[config.mk]
export PLATFORM = sky130hd
export DESIGN_NAME = voice_allocator_oldest_steal_flat
export DESIGN_NICKNAME = d
export VERILOG_FILES = /design/src/rtl/core/valloc_pkg.sv /design/src/rtl/core/valloc_req_if.sv /design/src/rtl/core/valloc_rsp_if.sv /design/src/rtl/core/voice_allocator_oldest_steal.sv /design/src/flat_wrapper.sv
export SDC_FILE = /design/constraint.sdc
export NUM_CORES = 1
export LEC_CHECK = 0
export BUFFER_PORTS_ARGS = -buffer_cell sky130_fd_sc_hd__buf_2
export CAP_MARGIN = 40
export CORE_AREA = 2 2 241 243
export DETAILED_ROUTE_END_ITERATION = 6
export DIE_AREA = 0 0 243 245
export GPL_TIMING_DRIVEN = 0
export PLACE_DENSITY = 0.5
export SLEW_MARGIN = 40
export SYNTH_ARGS = -nofsm -noshare
export SYNTH_HDL_FRONTEND = slang
export SYNTH_SLANG_ARGS = --single-unit
[constraint.sdc]
create_clock -name clock -period 5.1 [get_ports clock]
set_input_delay 0.765 -clock clock [delete_from_list [all_inputs] [get_ports clock]]
set_output_delay 0.765 -clock clock [all_outputs]
set_load 0.005 [all_outputs]
[src/rtl/core/valloc_pkg.sv]
`timescale 1ns / 1ps
// ----------------------------------------------------------------------------
// valloc_pkg
// Shared types, sizes and microcode ROM for the oldest-steal voice allocator.
// ----------------------------------------------------------------------------
package valloc_pkg;

   // sizes
   localparam int VOICES     = 8;
   localparam int STAMP_BITS = 32;
   localparam int IDX_BITS   = (VOICES > 1) ? $clog2(VOICES) : 1;
   localparam int NOTE_BITS  = 7;
   localparam int HELD_BITS  = 8;
   localparam int ACT_BITS   = 8;
   localparam int STEP_BITS  = 2;

   localparam logic [HELD_BITS-1:0]  NO_NOTE   = HELD_BITS'(128);
   localparam logic [STAMP_BITS-1:0] STAMP_MAX = '1;

   // event kinds
   localparam logic FUNC_NOTE_ON  = 1'b0;
   localparam logic FUNC_NOTE_OFF = 1'b1;

   typedef logic [STEP_BITS-1:0] step_type;

   // program steps
   localparam step_type STEP_FETCH  = 2'd0;
   localparam step_type STEP_SCAN   = 2'd1;
   localparam step_type STEP_COMMIT = 2'd2;
   localparam step_type STEP_EMIT   = 2'd3;

   // jump conditions
   typedef enum logic [1:0] {
      COND_ALWAYS    = 2'd0,
      COND_ACCEPT    = 2'd1,
      COND_SCAN_DONE = 2'd2,
      COND_OUT_FREE  = 2'd3
   } cond_type;

   // one control word
   typedef struct packed {
      logic     take;     // offer ready to the request channel
      logic     scan;     // evaluate one voice and advance the index
      logic     commit;   // write the chosen voice, bump the event counter
      logic     emit;     // load the response register
      cond_type cond;
      step_type jump_true;
      step_type jump_false;
   } ucode_type;

   // request and response beats
   typedef struct packed {
      logic                 func;
      logic [NOTE_BITS-1:0] note;
      logic [ACT_BITS-1:0]  active_mask;
   } req_beat_type;

   typedef struct packed {
      logic                voice_valid;
      logic [2:0]          voice_index;
      logic                stolen;
      logic [ACT_BITS-1:0] release_mask;
   } rsp_beat_type;

   // microcode ROM
   function automatic ucode_type ucode_rom(input step_type step);
      ucode_type w;
      w = '0;
      unique case (step)
         STEP_FETCH: begin
            w.take = 1'b1;
            w.cond = COND_ACCEPT;
            w.jump_true  = STEP_SCAN;
            w.jump_false = STEP_FETCH;
         end
         STEP_SCAN: begin
            w.scan = 1'b1;
            w.cond = COND_SCAN_DONE;
            w.jump_true  = STEP_COMMIT;
            w.jump_false = STEP_SCAN;
         end
         STEP_COMMIT: begin
            w.commit = 1'b1;
            w.cond = COND_ALWAYS;
            w.jump_true  = STEP_EMIT;
            w.jump_false = STEP_EMIT;
         end
         STEP_EMIT: begin
            w.emit = 1'b1;
            w.cond = COND_OUT_FREE;
            w.jump_true  = STEP_FETCH;
            w.jump_false = STEP_EMIT;
         end
         default: begin
            w.cond = COND_ALWAYS;
            w.jump_true  = STEP_FETCH;
            w.jump_false = STEP_FETCH;
         end
      endcase
      return w;
   endfunction

endpackage

[src/rtl/core/valloc_req_if.sv]
`timescale 1ns / 1ps
// ----------------------------------------------------------------------------
// valloc_req_if
// Valid/ready channel carrying note events into the allocator.
// ----------------------------------------------------------------------------
interface valloc_req_if;
   import valloc_pkg::*;

   logic         valid;
   logic         ready;
   req_beat_type data;

   modport source (output valid, output data, input ready);
   modport sink   (input valid, input data, output ready);
endinterface

[src/rtl/core/valloc_rsp_if.sv]
`timescale 1ns / 1ps
// ----------------------------------------------------------------------------
// valloc_rsp_if
// Valid/ready channel carrying allocation results out of the allocator.
// ----------------------------------------------------------------------------
interface valloc_rsp_if;
   import valloc_pkg::*;

   logic         valid;
   logic         ready;
   rsp_beat_type data;

   modport source (output valid, output data, input ready);
   modport sink   (input valid, input data, output ready);
endinterface

[src/rtl/core/voice_allocator_oldest_steal.sv]
`timescale 1ns / 1ps
// Events are taken one at a time; the scan step visits one voice
//   per cycle through a single compare datapath driven by the microcode ROM.
// The response register lets the next event be taken while a result waits.
// Reset (synchronous, active high): notes to none, stamps to 0, counter to 1.
// ----------------------------------------------------------------------------
// voice_allocator_oldest_steal
// Polyphonic voice allocator: lowest free voice, else steal the oldest stamp;
// note-off returns the mask of voices holding the note.
// ----------------------------------------------------------------------------
module voice_allocator_oldest_steal (
   input logic       clock,
   input logic       reset,
   valloc_req_if.sink   req_bus,
   valloc_rsp_if.source rsp_bus
);
   import valloc_pkg::*;

   localparam int PAD_BITS = VOICES + 8;

   // sequencer
   step_type  step_ff, step_in;
   ucode_type uword;
   logic      cond_true;

   // latched event
   logic                 func_ff;
   logic [NOTE_BITS-1:0] note_ff;
   logic [ACT_BITS-1:0]  active_ff;

   // scan state
   logic [IDX_BITS-1:0]   idx_ff, idx_in;
   logic                  found_ff, found_in;
   logic [IDX_BITS-1:0]   free_ff, free_in;
   logic [IDX_BITS-1:0]   old_idx_ff, old_idx_in;
   logic [STAMP_BITS-1:0] oldest_ff, oldest_in;
   logic [VOICES-1:0]     rel_ff, rel_in;

   // voice store and counter
   logic [HELD_BITS-1:0]  held_note_ff [VOICES];
   logic [STAMP_BITS-1:0] start_stamp_ff [VOICES];
   logic [STAMP_BITS-1:0] counter_ff;

   // response register
   logic         rsp_valid_ff;
   rsp_beat_type rsp_data_ff, rsp_data_in;

   // derived
   logic [PAD_BITS-1:0]   act_pad;
   logic [VOICES-1:0]     act_ext;
   logic                  busy;
   logic [HELD_BITS-1:0]  cur_note;
   logic [STAMP_BITS-1:0] cur_stamp;
   logic                  scan_last;
   logic                  accept;
   logic                  out_free;
   logic [IDX_BITS-1:0]   pick;
   logic [IDX_BITS+2:0]   pick_pad;
   logic [PAD_BITS-1:0]   rel_pad;

   // control word fetch
   assign uword     = ucode_rom(step_ff);
   assign accept    = uword.take & req_bus.valid;
   assign out_free  = ~rsp_valid_ff | rsp_bus.ready;
   assign scan_last = (idx_ff == IDX_BITS'(VOICES - 1));

   always_comb begin
      case (uword.cond)
         COND_ALWAYS:    cond_true = 1'b1;
         COND_ACCEPT:    cond_true = accept;
         COND_SCAN_DONE: cond_true = scan_last;
         COND_OUT_FREE:  cond_true = out_free;
         default:        cond_true = 1'b1;
      endcase
      step_in = cond_true ? uword.jump_true : uword.jump_false;
   end

   always_ff @(posedge clock) begin
      if (reset) begin
         step_ff <= STEP_FETCH;
      end else begin
         step_ff <= step_in;
      end
   end

   assign req_bus.ready = uword.take;

   // latch the event on accept
   always_ff @(posedge clock) begin
      if (accept) begin
         func_ff   <= req_bus.data.func;
         note_ff   <= req_bus.data.note;
         active_ff <= req_bus.data.active_mask;
      end
   end

   // voices past the eighth never read busy
   assign act_pad   = PAD_BITS'(active_ff);
   assign act_ext   = act_pad[VOICES-1:0];
   assign busy      = act_ext[idx_ff];
   assign cur_note  = held_note_ff[idx_ff];
   assign cur_stamp = start_stamp_ff[idx_ff];

   // scan datapath: one voice per cycle
   always_comb begin
      idx_in     = idx_ff;
      found_in   = found_ff;
      free_in    = free_ff;
      old_idx_in = old_idx_ff;
      oldest_in  = oldest_ff;
      rel_in     = rel_ff;
      if (accept) begin
         idx_in   = '0;
         found_in = 1'b0;
         rel_in   = '0;
      end else if (uword.scan) begin
         idx_in = scan_last ? '0 : idx_ff + 1'b1;
         if (!found_ff && !busy) begin
            found_in = 1'b1;
            free_in  = idx_ff;
         end
         if ((idx_ff == '0) || (cur_stamp < oldest_ff)) begin
            oldest_in  = cur_stamp;
            old_idx_in = idx_ff;
         end
         rel_in[idx_ff] = (cur_note == {1'b0, note_ff});
      end
   end

   always_ff @(posedge clock) begin
      if (reset) begin
         idx_ff   <= '0;
         found_ff <= 1'b0;
      end else begin
         idx_ff   <= idx_in;
         found_ff <= found_in;
      end
      free_ff    <= free_in;
      old_idx_ff <= old_idx_in;
      oldest_ff  <= oldest_in;
      rel_ff     <= rel_in;
   end

   assign pick = found_ff ? free_ff : old_idx_ff;

   // voice store and event counter
   always_ff @(posedge clock) begin
      if (reset) begin
         for (int v = 0; v < VOICES; v++) begin
            held_note_ff[v]   <= NO_NOTE;
            start_stamp_ff[v] <= '0;
         end
         counter_ff <= STAMP_BITS'(1);
      end else if (uword.commit) begin
         if (func_ff == FUNC_NOTE_ON) begin
            held_note_ff[pick]   <= {1'b0, note_ff};
            start_stamp_ff[pick] <= counter_ff;
         end
         if (counter_ff != STAMP_MAX) begin
            counter_ff <= counter_ff + 1'b1;
         end
      end
   end

   // response formatting
   assign pick_pad = (IDX_BITS + 3)'(pick);
   assign rel_pad  = PAD_BITS'(rel_ff);

   always_comb begin
      rsp_data_in = '0;
      if (func_ff == FUNC_NOTE_ON) begin
         rsp_data_in.voice_valid = 1'b1;
         rsp_data_in.voice_index = pick_pad[2:0];
         rsp_data_in.stolen      = ~found_ff;
      end else begin
         rsp_data_in.release_mask = rel_pad[ACT_BITS-1:0];
      end
   end

   // response register
   always_ff @(posedge clock) begin
      if (reset) begin
         rsp_valid_ff <= 1'b0;
      end else if (uword.emit && out_free) begin
         rsp_valid_ff <= 1'b1;
      end else if (rsp_bus.ready) begin
         rsp_valid_ff <= 1'b0;
      end
   end

   always_ff @(posedge clock) begin
      if (uword.emit && out_free) begin
         rsp_data_ff <= rsp_data_in;
      end
   end

   assign rsp_bus.valid = rsp_valid_ff;
   assign rsp_bus.data  = rsp_data_ff;

   // checks
   a_accept_starts_scan: assert property (@(posedge clock) disable iff (reset)
      (req_bus.valid && req_bus.ready) |=> (step_ff == STEP_SCAN && idx_ff == '0))
      else $error("accepted event did not start the voice scan");

   a_free_not_busy: assert property (@(posedge clock) disable iff (reset)
      (uword.commit && found_ff) |-> !act_ext[free_ff])
      else $error("free voice chosen while its active bit is set");

   a_counter_nonzero: assert property (@(posedge clock) disable iff (reset)
      counter_ff != '0)
      else $error("event counter reached zero");

   a_counter_monotonic: assert property (@(posedge clock) disable iff (reset)
      !$past(reset) |-> (counter_ff >= $past(counter_ff)))
      else $error("event counter went backwards");

   a_rsp_exclusive: assert property (@(posedge clock) disable iff (reset)
      rsp_valid_ff |-> !(rsp_data_ff.voice_valid && rsp_data_ff.release_mask != '0))
      else $error("response carries both a voice and a release mask");

endmodule

[src/flat_wrapper.sv]
// flat-port wrapper written by rule: the top's interface ports become plain ports
module voice_allocator_oldest_steal_flat import valloc_pkg::*;
  (clock, reset, req_bus_valid, req_bus_data, req_bus_ready, rsp_bus_valid, rsp_bus_data, rsp_bus_ready);
  valloc_req_if req_bus_i ();
  valloc_rsp_if rsp_bus_i ();
  input logic clock;
  input logic reset;
  input wire logic [$bits(req_bus_i.valid)-1:0] req_bus_valid;
  input wire logic [$bits(req_bus_i.data)-1:0] req_bus_data;
  output wire logic [$bits(req_bus_i.ready)-1:0] req_bus_ready;
  output wire logic [$bits(rsp_bus_i.valid)-1:0] rsp_bus_valid;
  output wire logic [$bits(rsp_bus_i.data)-1:0] rsp_bus_data;
  input wire logic [$bits(rsp_bus_i.ready)-1:0] rsp_bus_ready;
  assign req_bus_i.valid = req_bus_valid;
  assign req_bus_i.data = req_bus_data;
  assign req_bus_ready = req_bus_i.ready;
  assign rsp_bus_valid = rsp_bus_i.valid;
  assign rsp_bus_data = rsp_bus_i.data;
  assign rsp_bus_i.ready = rsp_bus_ready;
  voice_allocator_oldest_steal u_core (.clock(clock), .reset(reset), .req_bus(req_bus_i), .rsp_bus(rsp_bus_i));
endmodule
==> results.md <==
- Post-synthesis cell count: about 1,400
- Filler cells: approximately 5,400
- Longest individual stage delay on the worst path: ~0.57 ns
- H-Tree Level Count: 2
- Worst vdd rail ir drop: 214 uV
- Vias in the first global route: 11,700
- CP bufs+invs: 7
- Cell area after layout: roughly 23,000 um2
- Area of the core: approximately 57,000 um2
- Count of TritonRoute iterations in the first routing pass: 5
- Minimum period implied by the final worst setup slack: 4.92 ns
- CP Launch Type: flip-flop
- Critical Path RT: ~5.4 ns
- Distinct cells, synth: 52
- Number of enable-type register cells in the synthesized netlist: between 300 and 400
- Starting density of the core: about a third
- Critical-path cell with the highest stage delay: sky130_fd_sc_hd__clkbuf_2
- Worst-Margin Slew: around 0.81 ns
- Worst Hold Path EP: u_core.note_ff[6]
- Category of the critical setup timing path: reg -> reg
- Crit path max-delay family: buffers and inverters
- Flip-flop and latch count after synthesis: ~440
- Share of synthesized area occupied by flip-flops and latches: a little under two thirds
- First DRT Iteration DRCs: approximately 870
- Worst-skew pair later-pin latency: between 0.5 and 0.6 ns
- Ant diodes: 0
- Pins Over Slew Limit: 0
- Cell type with the largest total area after synthesis: sky130_fd_sc_hd__edfxtp_1
- Gr ovfl total: 0
- Syn Std Cell Area: approximately 20,000 um2
- CTS tree: built
- GRT Total Usage: between 10% and 20%
- Synth top area share: 57.9%
- Setup repair after global routing missed its margin: false
- Final Setup Violations: 0
- Number of hold violations in the final report: 0
- Chip Height: between 200 and 250 um
- Setup slack on the worst flop-to-flop path: around 0.18 ns
- Fraction of layout cells with a size suffix above 1: between 15 and 20%
- Critical path capture point type: flip-flop
- Die area: slightly below 60,000 um2
- Maximum fanout count along the critical path: 10
- Highest achievable clock rate: around 200 MHz
- Critical path, cell by cell: buf_2 > buf_2 > buf_2 > clkbuf_2 > mux2_2 > ha_1 > nand4_1 > nor4_2 > o31ai_1 > a32oi_1 > o31a_1 > o32ai_4 > buf_6 > buf_6 > buf_6
- Root buffer selected by CTS: sky130_fd_sc_hd__clkbuf_16
- Number of instances resized during post-cts repair: 9
- Routed length per instance: 22.6 um
- Cell with the most instances after synthesis: sky130_fd_sc_hd__edfxtp_1
- Capture instance of the worst register-to-register path: u_core.oldest_ff[16]
- Synth warn: 0
- Area grow syn2layout: 15.1%
- DR DRC count: 0
- Ratio of routed vias to standard cells: 4.97
- Final antenna-violating net count: 0
- Run status: finished, final reports clean
- Pin count of the biggest net entering global routing: 40
- R2R depth: 15
- Wire length reported by the detailed router: ~50,000 um
- Share of synthesized registers carrying an async set or reset: 0%
- Cell Rows: 88
- Dominant register cell in the synthesized netlist: sky130_fd_sc_hd__edfxtp_1
- Port Buffer Count: 34
- Hold_ws: between 0.3 and 0.4 ns
- Count of maximum capacitance violations: 0
- Part of the cycle the worst path needs: 96.4%
- Hold Crit Class: in -> reg
- Signal arrival time at the worst endpoint: between 5 and 6 ns
- Hold wc startpoint: req_bus_data[14]
- Most frequent cells after synthesis: 379 x sky130_fd_sc_hd__edfxtp_1, 290 x sky130_fd_sc_hd__and2_1, 83 x sky130_fd_sc_hd__clkbuf_1
- Clk slew on worst S/H paths: about 0.060 ns
- Gpl congestion: a little under 0.8
- PD cells: approximately 400 nW/um2
- Synthesized Nets: approximately 1,400
- CTS buffer count: between 40 and 50
- Number of setup buffers added after CTS: 0
- Setup skew after layout: between 0.01 and 0.015 ns
- Via count: around 11,000
- Layout net count: 1,535
- Worst rel slew slack: 46.3%
- Number of buffers inserted for hold repair after clock tree synthesis: 0
- TritonCTS Sinks: ~440
- Number of antenna violations at the first check in global routing: 0
- Placed inst area: 21,000 um2
- Syn Area/Cell: roughly 14 um2
- DPL Wire Length: ~32,000 um
- Max Buffers Root-to-Sink: 3
- Hold Path Cell Cnt: 1
- Synth top area cells: sky130_fd_sc_hd__edfxtp_1 58%, sky130_fd_sc_hd__and2_1 9.2%, sky130_fd_sc_hd__mux4_2 8.5%, sky130_fd_sc_hd__dfxtp_1 5.9%, sky130_fd_sc_hd__ha_1 2.7%
- Horizontal extent of the die: between 200 and 250 um
- I/O pin total: 35
- Static Leakage: between 7 and 8 nW
- First-pass GRT wire length: roughly 77,000 um
per-stage QoR:
stage | setup WS, ns | utilization (%) | std cells | TNS [ns] | total power, mW
CTS | 0.0317 | 39.6 | 2273 | 0 | 9.13
finish | 0.181 | 39.7 | 2274 | 0 | 9.04
detailed placement | -0.512 | 36.9 | 2191 | -11.16 | 5.64
global route | 0.0521 | 39.7 | 2274 | 0 | 9.39
floorplan | 0.485 | - | 1381 | 0 | 5.14
global placement | -1.70 | 36.5 | 2180 | -58.98 | 5.56
report_power, final:
part | internal (mW) | switching [mW] | leakage [nW]
clock network | 2.07 | 1.41 | 0.766
registers | 4.17 | 0.0928 | 4.33
logic | 0.508 | 0.784 | 2.85
total | 6.75 | 2.29 | 7.95
how the worst max path moves through the flow:
stage                          from                   end  slack [ns]  cells past startpoint
after floorplan           flip-flop  u_core.old_idx_ff[0]        0.48                     12
after global placement    flip-flop  u_core.oldest_ff[20]       -1.70                     13
after detailed placement  flip-flop  u_core.oldest_ff[18]       -0.51                     15
after CTS                 flip-flop  u_core.oldest_ff[17]        0.03                     14
after global routing      flip-flop  u_core.oldest_ff[16]        0.05                     15
final                     flip-flop  u_core.oldest_ff[16]        0.18                     15
routing by layer:
metal  GRT usage, %  vias to the layer above  share of wire, %
li1               -                     5234                 -
met1           22.8                     5760                44
met2           30.1                      244                49
met3           2.89                       73               4.1
met4           4.91                        0               2.4
met5              0                        -                 0
layout by cell type, fill, tap and decap left out, types with 15 or more instances in the layout:
| master | netlist | layout |
|---|---|---|
| sky130_fd_sc_hd__edfxtp_1 | 379 | 379 |
| sky130_fd_sc_hd__and2_1 | 290 | 290 |
| sky130_fd_sc_hd__clkbuf_1 | 83 | 82 |
| sky130_fd_sc_hd__mux4_2 | 74 | 74 |
| sky130_fd_sc_hd__nor2_1 | 70 | 62 |
| sky130_fd_sc_hd__dfxtp_1 | 58 | 57 |
| sky130_fd_sc_hd__clkbuf_16 | 0 | 49 |
| sky130_fd_sc_hd__nor3_1 | 44 | 44 |
| sky130_fd_sc_hd__inv_1 | 43 | 43 |
| sky130_fd_sc_hd__buf_2 | 11 | 42 |
| sky130_fd_sc_hd__ha_1 | 42 | 42 |
| sky130_fd_sc_hd__mux2_2 | 39 | 39 |
| sky130_fd_sc_hd__nand3_1 | 25 | 25 |
| sky130_fd_sc_hd__mux2i_1 | 21 | 21 |
| sky130_fd_sc_hd__o21ai_0 | 21 | 21 |
| sky130_fd_sc_hd__nand2_1 | 20 | 20 |
| sky130_fd_sc_hd__xnor2_1 | 16 | 16 |
| sky130_fd_sc_hd__xor2_1 | 15 | 15 |
worst register-to-register path, cell delays in order, from the launching register on:
cell and delay, ns:
sky130_fd_sc_hd__dfxtp_1 0.30, sky130_fd_sc_hd__buf_2 0.25, sky130_fd_sc_hd__buf_2 0.37, sky130_fd_sc_hd__buf_2 0.40, sky130_fd_sc_hd__clkbuf_2 0.58, sky130_fd_sc_hd__mux2_2 0.44, sky130_fd_sc_hd__ha_1 0.30, sky130_fd_sc_hd__nand4_1 0.21
sky130_fd_sc_hd__nor4_2 0.54, sky130_fd_sc_hd__o31ai_1 0.17, sky130_fd_sc_hd__a32oi_1 0.18, sky130_fd_sc_hd__o31a_1 0.25, sky130_fd_sc_hd__o32ai_4 0.15, sky130_fd_sc_hd__buf_6 0.22, sky130_fd_sc_hd__buf_6 0.16, sky130_fd_sc_hd__buf_6 0.16
cell type report:
class,instances,area [um2],share of cell area [%]
Inverter,46,173,0.763
Clock buffer,58,1280,5.66
Clock inverter,26,268,1.18
Multi-Input combinational cell,799,6610,29.2
Buffer,97,424,1.87
Tap cell,765,957,4.23
Timing Repair Buffer,46,374,1.65
Sequential cell,437,12500,55.4
state kept, by name (all words and copies together), names as in the netlist, named ones only:
register               flops
u_core.rsp_bus.valid       1
u_core.rsp_bus.data       13
u_core.held_note_ff       64
u_core.act_ext             8
u_core.oldest_ff          32
u_core.func_ff             1
u_core.old_idx_ff          3
u_core.start_stamp_ff    256
u_core.free_ff             3
u_core.counter_ff         32
u_core.step_ff             2
u_core.idx_ff              3
u_core.rel_ff              8
u_core.note_ff             7
u_core.found_ff            1
cell families (layout without fill, tap and decap cells):
logic type	after synthesis	in the layout	share of synthesized area (%)
compound gates	81	81	2.58
xor+xnor	31	31	1.38
fa+ha+maj	42	42	2.67
buf+inv	145	273	2.91
flops	437	437	63.8
mux	134	134	11.8
simple gates	511	511	14.9
Note: power is estimated with default switching activity, not from simulation.
